[src/hdl/atzs_pkg.sv]
// types and constants for the adaptive three-zone smoother
// no dependencies
package atzs_pkg;

  localparam int SAMPLE_BITS    = 16;
  localparam int GAIN_FRAC_BITS = 16;
  localparam int THR_BITS       = 16;
  localparam int GAIN_BITS      = GAIN_FRAC_BITS + 1;
  localparam int DIFF_BITS      = SAMPLE_BITS + 1;
  localparam int PROD_BITS      = GAIN_BITS + 1 + DIFF_BITS;
  localparam int CFG_DATA_BITS  = 17;
  localparam int CFG_IDX_BITS   = 2;

  localparam logic [GAIN_BITS-1:0] GAIN_ONE = GAIN_BITS'(1 << GAIN_FRAC_BITS);

  localparam logic [CFG_IDX_BITS-1:0] CFG_JUMP_THRESHOLD = 2'd0;
  localparam logic [CFG_IDX_BITS-1:0] CFG_MID_THRESHOLD  = 2'd1;
  localparam logic [CFG_IDX_BITS-1:0] CFG_SMOOTHING_GAIN = 2'd2;

  localparam logic [THR_BITS-1:0]  JUMP_THRESHOLD_RST = 16'd4096;
  localparam logic [THR_BITS-1:0]  MID_THRESHOLD_RST  = 16'd512;
  localparam logic [GAIN_BITS-1:0] SMOOTHING_GAIN_RST = 17'd16384;

  typedef enum logic [1:0] {
    ZONE_FOLLOW  = 2'd0,
    ZONE_AVERAGE = 2'd1,
    ZONE_EXP     = 2'd2
  } zone_e;

  typedef struct packed {
    logic [THR_BITS-1:0]  jump_threshold;
    logic [THR_BITS-1:0]  mid_threshold;
    logic [GAIN_BITS-1:0] smoothing_gain;
  } cfg_t;

  typedef struct packed {
    logic signed [SAMPLE_BITS-1:0] sample_x;
    logic signed [SAMPLE_BITS-1:0] sample_y;
    logic signed [SAMPLE_BITS-1:0] sample_z;
  } in_t;

  typedef struct packed {
    logic signed [SAMPLE_BITS-1:0] smooth_x;
    logic signed [SAMPLE_BITS-1:0] smooth_y;
    logic signed [SAMPLE_BITS-1:0] smooth_z;
    zone_e                         zone_x;
    zone_e                         zone_y;
    zone_e                         zone_z;
  } out_t;

endpackage

[src/hdl/adaptive_three_zone_smoother_top.sv]
// Adaptive three-zone smoother: one three-axis sample per transfer, one result per sample.
// A sample sits in an input register, all three axes are worked out combinationally (one
// 18x17 multiply per axis) and the result and the new axis state are stored together, so
// a sample can be taken every cycle unless the input stalls; each result goes from the
// input register to the result register. An output stall holds the result register and
// then the input register; the input stalls only while both are full. The user must
// write registers through the plain write port while idle; the block does not enforce it.
module adaptive_three_zone_smoother_top import atzs_pkg::*; (
  input  logic                     clk_i,
  input  logic                     rst_ni,
  input  logic                     cfg_we_i,
  input  logic [CFG_IDX_BITS-1:0]  cfg_idx_i,
  input  logic [CFG_DATA_BITS-1:0] cfg_wdata_i,
  input  logic                     in_valid_i,
  output logic                     in_stall_o,
  input  in_t                      in_data_i,
  output logic                     out_valid_o,
  input  logic                     out_stall_i,
  output out_t                     out_data_o
);

  cfg_t cfg_q, cfg_d;
  logic in_valid_q;
  in_t  in_data_q;
  logic out_valid_q;
  out_t out_data_q, out_data_d;
  logic advance;

  always_comb begin
    cfg_d = cfg_q;
    if (cfg_we_i) begin
      case (cfg_idx_i)
        CFG_JUMP_THRESHOLD: cfg_d.jump_threshold = cfg_wdata_i[THR_BITS-1:0];
        CFG_MID_THRESHOLD:  cfg_d.mid_threshold  = cfg_wdata_i[THR_BITS-1:0];
        CFG_SMOOTHING_GAIN: cfg_d.smoothing_gain = cfg_wdata_i[GAIN_BITS-1:0];
        default: ;
      endcase
    end
  end

  always_ff @(posedge clk_i or negedge rst_ni) begin
    if (!rst_ni) begin
      cfg_q.jump_threshold <= JUMP_THRESHOLD_RST;
      cfg_q.mid_threshold  <= MID_THRESHOLD_RST;
      cfg_q.smoothing_gain <= SMOOTHING_GAIN_RST;
    end else begin
      cfg_q <= cfg_d;
    end
  end

  assign advance    = in_valid_q && (!out_valid_q || !out_stall_i);
  assign in_stall_o = in_valid_q && !advance;

  always_ff @(posedge clk_i or negedge rst_ni) begin
    if (!rst_ni) begin
      in_valid_q <= 1'b0;
    end else if (!in_stall_o) begin
      in_valid_q <= in_valid_i;
    end
  end

  always_ff @(posedge clk_i) begin
    if (in_valid_i && !in_stall_o) begin
      in_data_q <= in_data_i;
    end
  end

  atzs_axis u_axis_x (
    .clk_i    (clk_i),
    .rst_ni   (rst_ni),
    .en_i     (advance),
    .sample_i (in_data_q.sample_x),
    .cfg_i    (cfg_q),
    .smooth_o (out_data_d.smooth_x),
    .zone_o   (out_data_d.zone_x)
  );

  atzs_axis u_axis_y (
    .clk_i    (clk_i),
    .rst_ni   (rst_ni),
    .en_i     (advance),
    .sample_i (in_data_q.sample_y),
    .cfg_i    (cfg_q),
    .smooth_o (out_data_d.smooth_y),
    .zone_o   (out_data_d.zone_y)
  );

  atzs_axis u_axis_z (
    .clk_i    (clk_i),
    .rst_ni   (rst_ni),
    .en_i     (advance),
    .sample_i (in_data_q.sample_z),
    .cfg_i    (cfg_q),
    .smooth_o (out_data_d.smooth_z),
    .zone_o   (out_data_d.zone_z)
  );

  always_ff @(posedge clk_i or negedge rst_ni) begin
    if (!rst_ni) begin
      out_valid_q <= 1'b0;
    end else if (advance) begin
      out_valid_q <= 1'b1;
    end else if (!out_stall_i) begin
      out_valid_q <= 1'b0;
    end
  end

  always_ff @(posedge clk_i) begin
    if (advance) begin
      out_data_q <= out_data_d;
    end
  end

  assign out_valid_o = out_valid_q;
  assign out_data_o  = out_data_q;

endmodule

[src/hdl/atzs_axis.sv]
// one axis of the smoother: zone select, average, gain multiply, held state
// depends on atzs_pkg
module atzs_axis import atzs_pkg::*; (
  input  logic                          clk_i,
  input  logic                          rst_ni,
  input  logic                          en_i,
  input  logic signed [SAMPLE_BITS-1:0] sample_i,
  input  cfg_t                          cfg_i,
  output logic signed [SAMPLE_BITS-1:0] smooth_o,
  output zone_e                         zone_o
);

  logic signed [SAMPLE_BITS-1:0] last_q;
  logic signed [DIFF_BITS-1:0]   sample_ext;
  logic signed [DIFF_BITS-1:0]   last_ext;
  logic signed [DIFF_BITS-1:0]   diff;
  logic signed [DIFF_BITS-1:0]   sum;
  logic signed [DIFF_BITS-1:0]   step;
  logic signed [DIFF_BITS-1:0]   exp_sum;
  logic [DIFF_BITS-1:0]          mag;
  logic [GAIN_BITS-1:0]          gain;
  logic signed [PROD_BITS-1:0]   prod;

  always_comb begin
    sample_ext = {sample_i[SAMPLE_BITS-1], sample_i};
    last_ext   = {last_q[SAMPLE_BITS-1], last_q};
    diff       = sample_ext - last_ext;
    sum        = sample_ext + last_ext;
    mag        = diff[DIFF_BITS-1] ? DIFF_BITS'(-diff) : DIFF_BITS'(diff);
    gain       = (cfg_i.smoothing_gain > GAIN_ONE) ? GAIN_ONE : cfg_i.smoothing_gain;
    prod       = $signed({1'b0, gain}) * diff;
    // floor of the scaled product, fits since it lies between zero and diff
    step       = prod[GAIN_FRAC_BITS +: DIFF_BITS];
    exp_sum    = last_ext + step;

    if (mag > {1'b0, cfg_i.jump_threshold}) begin
      smooth_o = sample_i;
      zone_o   = ZONE_FOLLOW;
    end else if (mag > {1'b0, cfg_i.mid_threshold}) begin
      smooth_o = sum[SAMPLE_BITS:1];
      zone_o   = ZONE_AVERAGE;
    end else begin
      smooth_o = exp_sum[SAMPLE_BITS-1:0];
      zone_o   = ZONE_EXP;
    end
  end

  always_ff @(posedge clk_i or negedge rst_ni) begin
    if (!rst_ni) begin
      last_q <= '0;
    end else if (en_i) begin
      last_q <= smooth_o;
    end
  end

endmodule

[config.mk]
export PLATFORM = sky130hd
export DESIGN_NAME = adaptive_three_zone_smoother_top
export DESIGN_NICKNAME = d
export VERILOG_FILES = /design/src/hdl/atzs_pkg.sv /design/src/hdl/adaptive_three_zone_smoother_top.sv /design/src/hdl/atzs_axis.sv
export SDC_FILE = /design/constraint.sdc
export NUM_CORES = 2
export LEC_CHECK = 0
export BUFFER_PORTS_ARGS = -buffer_cell sky130_fd_sc_hd__buf_2
export CAP_MARGIN = 20
export CORE_MARGIN = 2
export CORE_UTILIZATION = 50
export DETAILED_ROUTE_END_ITERATION = 8
export PLACE_DENSITY = 0.76
export SYNTH_ARGS = -nofsm -noshare
export SYNTH_HDL_FRONTEND = slang
export SYNTH_SLANG_ARGS = --single-unit
[constraint.sdc]
create_clock -name clk_i -period 12.8 [get_ports clk_i]
set_clock_uncertainty 0.2 [all_clocks]
set_input_delay 0.64 -clock clk_i [delete_from_list [all_inputs] [get_ports clk_i]]
set_output_delay 0.64 -clock clk_i [all_outputs]
set_load 0.1 [all_outputs]
; Word-level counts from Yosys, hierarchy flattened
; Cells that the tools add are included.
; Widths: inputs -> output; s select.
[op_classes]
add_sub_neg = 12
n_mul = 3
n_div = 0
magnitude_cmp = 7
eq_ne = 3
n_shift = 0
mux = 15
bitwise_logic = 0
reduce_logical = 12
[ops]
columns = operator, count
row1 = $gt 17x16->1, 6
row2 = $mul 18x17->32, 3
row3 = $mux 16, 6
row4 = $mux 17, 4
row5 = $add 16x16->17, 3
row6 = $neg 17->17, 3
row7 = $sub 16x16->17, 3
row8 = $add 16x16->16, 3
row9 = $gt 17x17->1 const B, 1
row10 = $mux 2, 3
row11 = $reduce_and 2->1, 3
row12 = $logic_not 1->1, 4
row13 = $logic_and 1x1->1, 3
row14 = $eq 2x1->1 const B, 1
row15 = $eq 2x2->1 const B, 1
row16 = $logic_not 2->1, 1
row17 = $mux 1, 2
row18 = $ne 2x1->1 const B, 1
row19 = $logic_or 1x1->1, 1
[totals]
register_bits = 201
latchBits = 0
mem_bits_rw = 0
mem_bits_ro = 0
in_bits = 72
wordCells = 69
mem_count = 0

; Depth between registers and ports, before layout
[logic_depth]
ltp_word = 7
ltp_mapped = 46

; Modules after synthesis
; A second synthesis with hierarchy kept.
[unflattened]
cells_unflattened = 5280
area_unflattened_um2 = 45801.4
[modules_own_cells]
columns = module, instances, cells_each, area_each_um2
row1 = atzs_axis at u_axis_y, 1, 1683, 13656.8
row2 = atzs_axis at u_axis_z, 1, 1706, 13598.0
row3 = atzs_axis at u_axis_x, 1, 1677, 13541.7
row4 = adaptive_three_zone_smoother_top, 1, 214, 5004.8

; Worst setup path after synthesis
; Ideal clock, no wire load.
[synth_timing]
path_kind = reg-to-reg
start = register u_axis_x.last_q[1]
end = register u_axis_x.last_q[12]
setup_ns = 0.125
arrival_ns = 9.784
t_required_ns = 12.475
slack_ns = 2.691
stages_incl_launch_ff = 43
n_path_buf = 2
period_less_slack_ns = 10.109
path_cell_list = dfrtp_1 -> inv_1 -> ha_1 -> nor2b_1 -> o31a_1 -> o21a_1 -> o21ai_0 -> and2_1 -> clkbuf_1 -> buf_1 -> nand2_1 -> fa_1 -> inv_1 -> fa_1 -> inv_1 -> fa_1 -> inv_1 -> fa_1 -> (+7 left out) -> a21oi_1 -> a21o_1 -> o21a_1 -> o21a_1 -> or2_2 -> xor2_1 -> ha_1 -> a21oi_1 -> o21ai_0 -> a2111oi_0 -> o31ai_1 -> a21oi_1 -> nor2_1 -> or2_2 -> xor2_1 -> mux2_2 -> mux2_4 -> mux2_2
[synth_rtl]
columns = element, line
row1 = start: declaration, atzs_axis.sv:13  ; logic signed [SAMPLE_BITS-1:0] last_q;
row2 = start signal: assignment, atzs_axis.sv:52  ; last_q <= smooth_o;

==> results by stage <==
Logic synthesis:
- For this run, the leading register cell type out of synthesis is sky130_fd_sc_hd__edfxtp_1.
- The synthesized net count is 6367.
- The main combinational cell family by area after synthesis is adder cells.
- Yosys attributes the largest share of cell area to sky130_fd_sc_hd__fa_1 (30%), sky130_fd_sc_hd__ha_1 (16%), sky130_fd_sc_hd__inv_1 (8.6%), sky130_fd_sc_hd__edfxtp_1 (6.8%), sky130_fd_sc_hd__dfrtp_1 (5.4%).
- After Yosys synthesis, and, or, nand and nor cells account for 13.8% of the synthesized area.
- The proportion of synthesized flip-flops having asynchronous set or reset is 49.3%.
- The post-synthesis mux area share is 3.72%.
- After synthesis, the largest area contributor takes up 30.3% of total cell area.
- The post-synthesis cell type count is 103.
- Averaged over all synthesized cells, the footprint is 8.86 um2.
- The synthesized netlist devotes 8.64% of its cell area to compound gates.
- The synthesized-area fraction occupied by adder cells is 46.2%.
- The share of the yosys chip area belonging to registers is 12.4%.
- Summed over all instances, the cell type with the most area after synthesis is sky130_fd_sc_hd__fa_1.
- Counting every instance in the synthesized netlist gives 5050.
- The post-synthesis xor/xnor area fraction is 4.62%.
- The total of warnings raised by yosys is 0.
- The number of enable flip-flop cells after synthesis is 102.
- Synthesis inferred 201 register bits.
- The cell area after synthesis is 44800 um2.

Setup path:
- The worst register-to-register path has a setup slack of 1.34 ns.
- The arrival time at the worst endpoint is 11.73 ns.
- The startpoint of the most critical setup path is u_axis_z.last_q[1].
- The type of the worst setup path is reg2reg.
- Of all nets on the critical path, the largest fanout is 10.
- The startpoint type of the worst setup path is a flop.
- The cell with the largest stage delay on the worst path is sky130_fd_sc_hd__nor2_1.
- The endpoint identified for the worst register-to-register timing path is u_axis_z.last_q[13].
- The delay of the slowest critical-path stage is 0.87 ns.
- In this run the worst setup path terminates at u_axis_z.last_q[13].
- Counting cells, the worst reg-to-reg path comes to 38.
- The startpoint identified for the worst register-to-register timing path is u_axis_z.last_q[1].
- STA classifies the critical path endpoint as a flop.
- STA puts the critical path data required time at 13.06 ns.

Global route:
- Entering global routing, the biggest net connects 58 pins.
- The number of antenna violations at the first check in global routing was 2.
- The via count of the first global-routing pass is 37500.
- The global router's overall resource usage is 28.5%.
- The first global-routing pass estimated 204000 um of wire.
- The overflow left after global routing is 0.

Placement:
- Once detailed placement completed, the half-perimeter wirelength came to 100000 um.
- The final weighted congestion of routability-driven global placement is 0.998.
- The number of buffers inserted by port buffering is 127.

Clock tree:
- TritonCTS created 23 clock buffers.
- The H-tree level count is 1.
- After clock tree synthesis, the clock-pin slew on the worst setup and hold paths is 0.07 ns.
- The clock insertion delay at the later pin of the skew report is 0.62 ns.
- Counting every sink on the clock net gives 201.
- The clock passes through at most 3 buffers.
- Once the clock tree was built, the setup fixing pass inserted 0 buffers.
- TritonCTS built the clock tree.
- The clock tree root driver cell is sky130_fd_sc_hd__clkbuf_16.

Status:
- The run finished with clean final reports.

Cells and area:
- The post-route netlist has 8.75% of its cells at a drive strength greater than 1.
- Relative to the synthesized area, the layout overhead comes to 6.55%.
- After the last flow step, the layout net total stands at 6419.

Floorplan:
- For this design the top-level I/O count stands at 128.
- The initial cell density of the core is 50.6%.
- The number of cell rows is 109.
- The die area is 91900 um2.
- From left edge to right edge, the die measures 303 um.
- The core region is 88500 um2.
- The die height is 303 um.

Routing:
- After detailed routing, the number of remaining DRC violations is 0.
- Summed over all layers, the routed wires come to 127000 um.
- The number of antenna-violating nets in the routed design is 0.
- The first routing iteration left 2847 violations.
- Using the TritonRoute via totals, the vias-per-cell ratio works out to 5.66.
- The first detailed-routing pass ran for 7 iterations.
- After detailed routing, the average wire length per cell comes to 20.1 um.
- The count of vias placed by the detailed router is 35600.

Timing:
- The count of pins over their slew limit is 0.
- The worst slew margin relative to its limit is 18.7%.
- Hold is met by 0.0141 ns.
- The count of endpoints failing setup in the final report is 0.
- The total count of hold-check failures in the final report is 0.
- For the final routed database, the setup TNS stands at 0 ns.
- The highest attainable clock frequency is 87.2 MHz.
- Setup repair after global routing left no endpoint under its margin.
- The time the worst path needs with I/O delays and setup is 11.46 ns.
- The ratio of final minimum period to clock period is 89.6%.
- The transition time at the pin with the least slew margin is 1.21 ns.

Worst hold path:
- In this run the worst hold path is classified as in2reg.

Flow run:
- The tool flagged a number of max-cap violations equal to 0.
cells by family after synthesis:
| family | after synthesis |
|---|---|
| simple gates | 1421 |
| buf+inv | 1237 |
| fa+ha+maj | 1245 |
| mux | 142 |
| flops | 201 |
| xor+xnor | 227 |
| compound gates | 577 |
synthesized netlist by cell type (all sizes together), types with 24 or more instances:
library cell  instances
a21o                 59
a21oi               142
a31oi                25
and2                 53
buf                  37
clkbuf              173
dfrtp                96
edfxtp              102
fa                  678
ha                  567
inv                1025
mux2                100
mux2i                42
nand2               617
nand2b               30
nand3                31
nand4                26
nor2                470
nor2b                53
nor3                 46
o21a                 54
o21ai               126
o31ai                24
xnor2               165
xor2                 60
sequential cells by signal, summed over array words and instances, names as in the netlist:
signal	count
u_axis_z.last_q	16
u_axis_y.last_q	16
cfg_q	49
u_axis_x.last_q	16
in_data_q	48
out_data_o	54
in_valid_q	1
out_valid_o	1
per-stage QoR:
| stage | util [%] | cells | instance area [um2] | worst slack (ns) |
|---|---|---|---|---|
| 3_3_place_gp | 53.0 | 6239 | 46900 | 1.93 |
| 6_report | 53.9 | 6286 | 47700 | 1.34 |
| 2_1_floorplan | - | 5050 | 44800 | 2.69 |
| 4_1_cts | 53.8 | 6282 | 47600 | 1.54 |
| 3_5_place_dp | 53.0 | 6239 | 46900 | 1.59 |
| 5_1_grt | 53.9 | 6284 | 47700 | 0.946 |
worst min path at each step:
stage | startpoint | to | slack, ns | cells past startpoint
after global routing | in_data_i[21] | in_data_q[21] | 0.01 | 1
after CTS | in_data_i[23] | in_data_q[23] | 0.004 | 1
after global placement | in_valid_q | out_valid_o | 0.27 | 1
after floorplan | rst_ni | cfg_q[0] | 0.14 | 0
final | in_data_i[21] | in_data_q[21] | 0.01 | 1
after detailed placement | in_valid_q | out_valid_o | 0.29 | 1
placed cells by master (no fill, tap or decap), types with 24 or more instances in the layout:
cell	instances
sky130_fd_sc_hd__xor2_1	59
sky130_fd_sc_hd__nand3_1	31
sky130_fd_sc_hd__buf_4	108
sky130_fd_sc_hd__fa_1	678
sky130_fd_sc_hd__a21oi_1	139
sky130_fd_sc_hd__clkbuf_16	24
sky130_fd_sc_hd__nor2b_1	42
sky130_fd_sc_hd__o21a_1	53
sky130_fd_sc_hd__inv_1	1025
sky130_fd_sc_hd__a31oi_1	25
sky130_fd_sc_hd__xnor2_1	156
sky130_fd_sc_hd__nor2_1	468
sky130_fd_sc_hd__nand4_1	25
sky130_fd_sc_hd__nand2_1	616
sky130_fd_sc_hd__edfxtp_1	102
sky130_fd_sc_hd__a21o_1	59
sky130_fd_sc_hd__mux2_4	32
sky130_fd_sc_hd__ha_1	567
sky130_fd_sc_hd__mux2i_1	42
sky130_fd_sc_hd__mux2_2	68
sky130_fd_sc_hd__and2_1	50
sky130_fd_sc_hd__nand2b_1	29
sky130_fd_sc_hd__nor3_1	45
sky130_fd_sc_hd__dfrtp_1	95
sky130_fd_sc_hd__buf_2	126
sky130_fd_sc_hd__o21ai_0	108
worst max-delay path: cells and delay by family, from the launching register on:
family	cells	cell delay [ns]
buffers and inverters	6	0.37
and+or+nand+nor	4	1.49
AOI/OAI and AO/OA	15	3.99
xor gates and xnor gates	1	0.18
muxes	3	0.64
adders and majority gates	9	3.97
DFF	1	0.48
metal layers:
layer	GRT usage (%)	routed length, um
met5	0	0
met4	15.1	8230
met2	46.3	58000
met1	36.5	49500
met3	4.78	10900
repair_timing:
item,in CTS,in global routing
hold endpoints to repair,42,0
hold buffers,1,0
resized for setup,0,0
layout make-up:
type | count | area, um2
multi-input combinational | 3612 | 34600
clock buffer | 28 | 626
fill | 7853 | 40800
sequential | 201 | 5550
clock inverter | 14 | 125
antenna | 2 | 5.00
inverter | 1027 | 3860
tap | 1165 | 1460
timing repair buffer | 237 | 1490
Power is left out: the tool's default activity adds up to more than one toggle a clock period on the data nets, which glitch-free logic cannot reach.
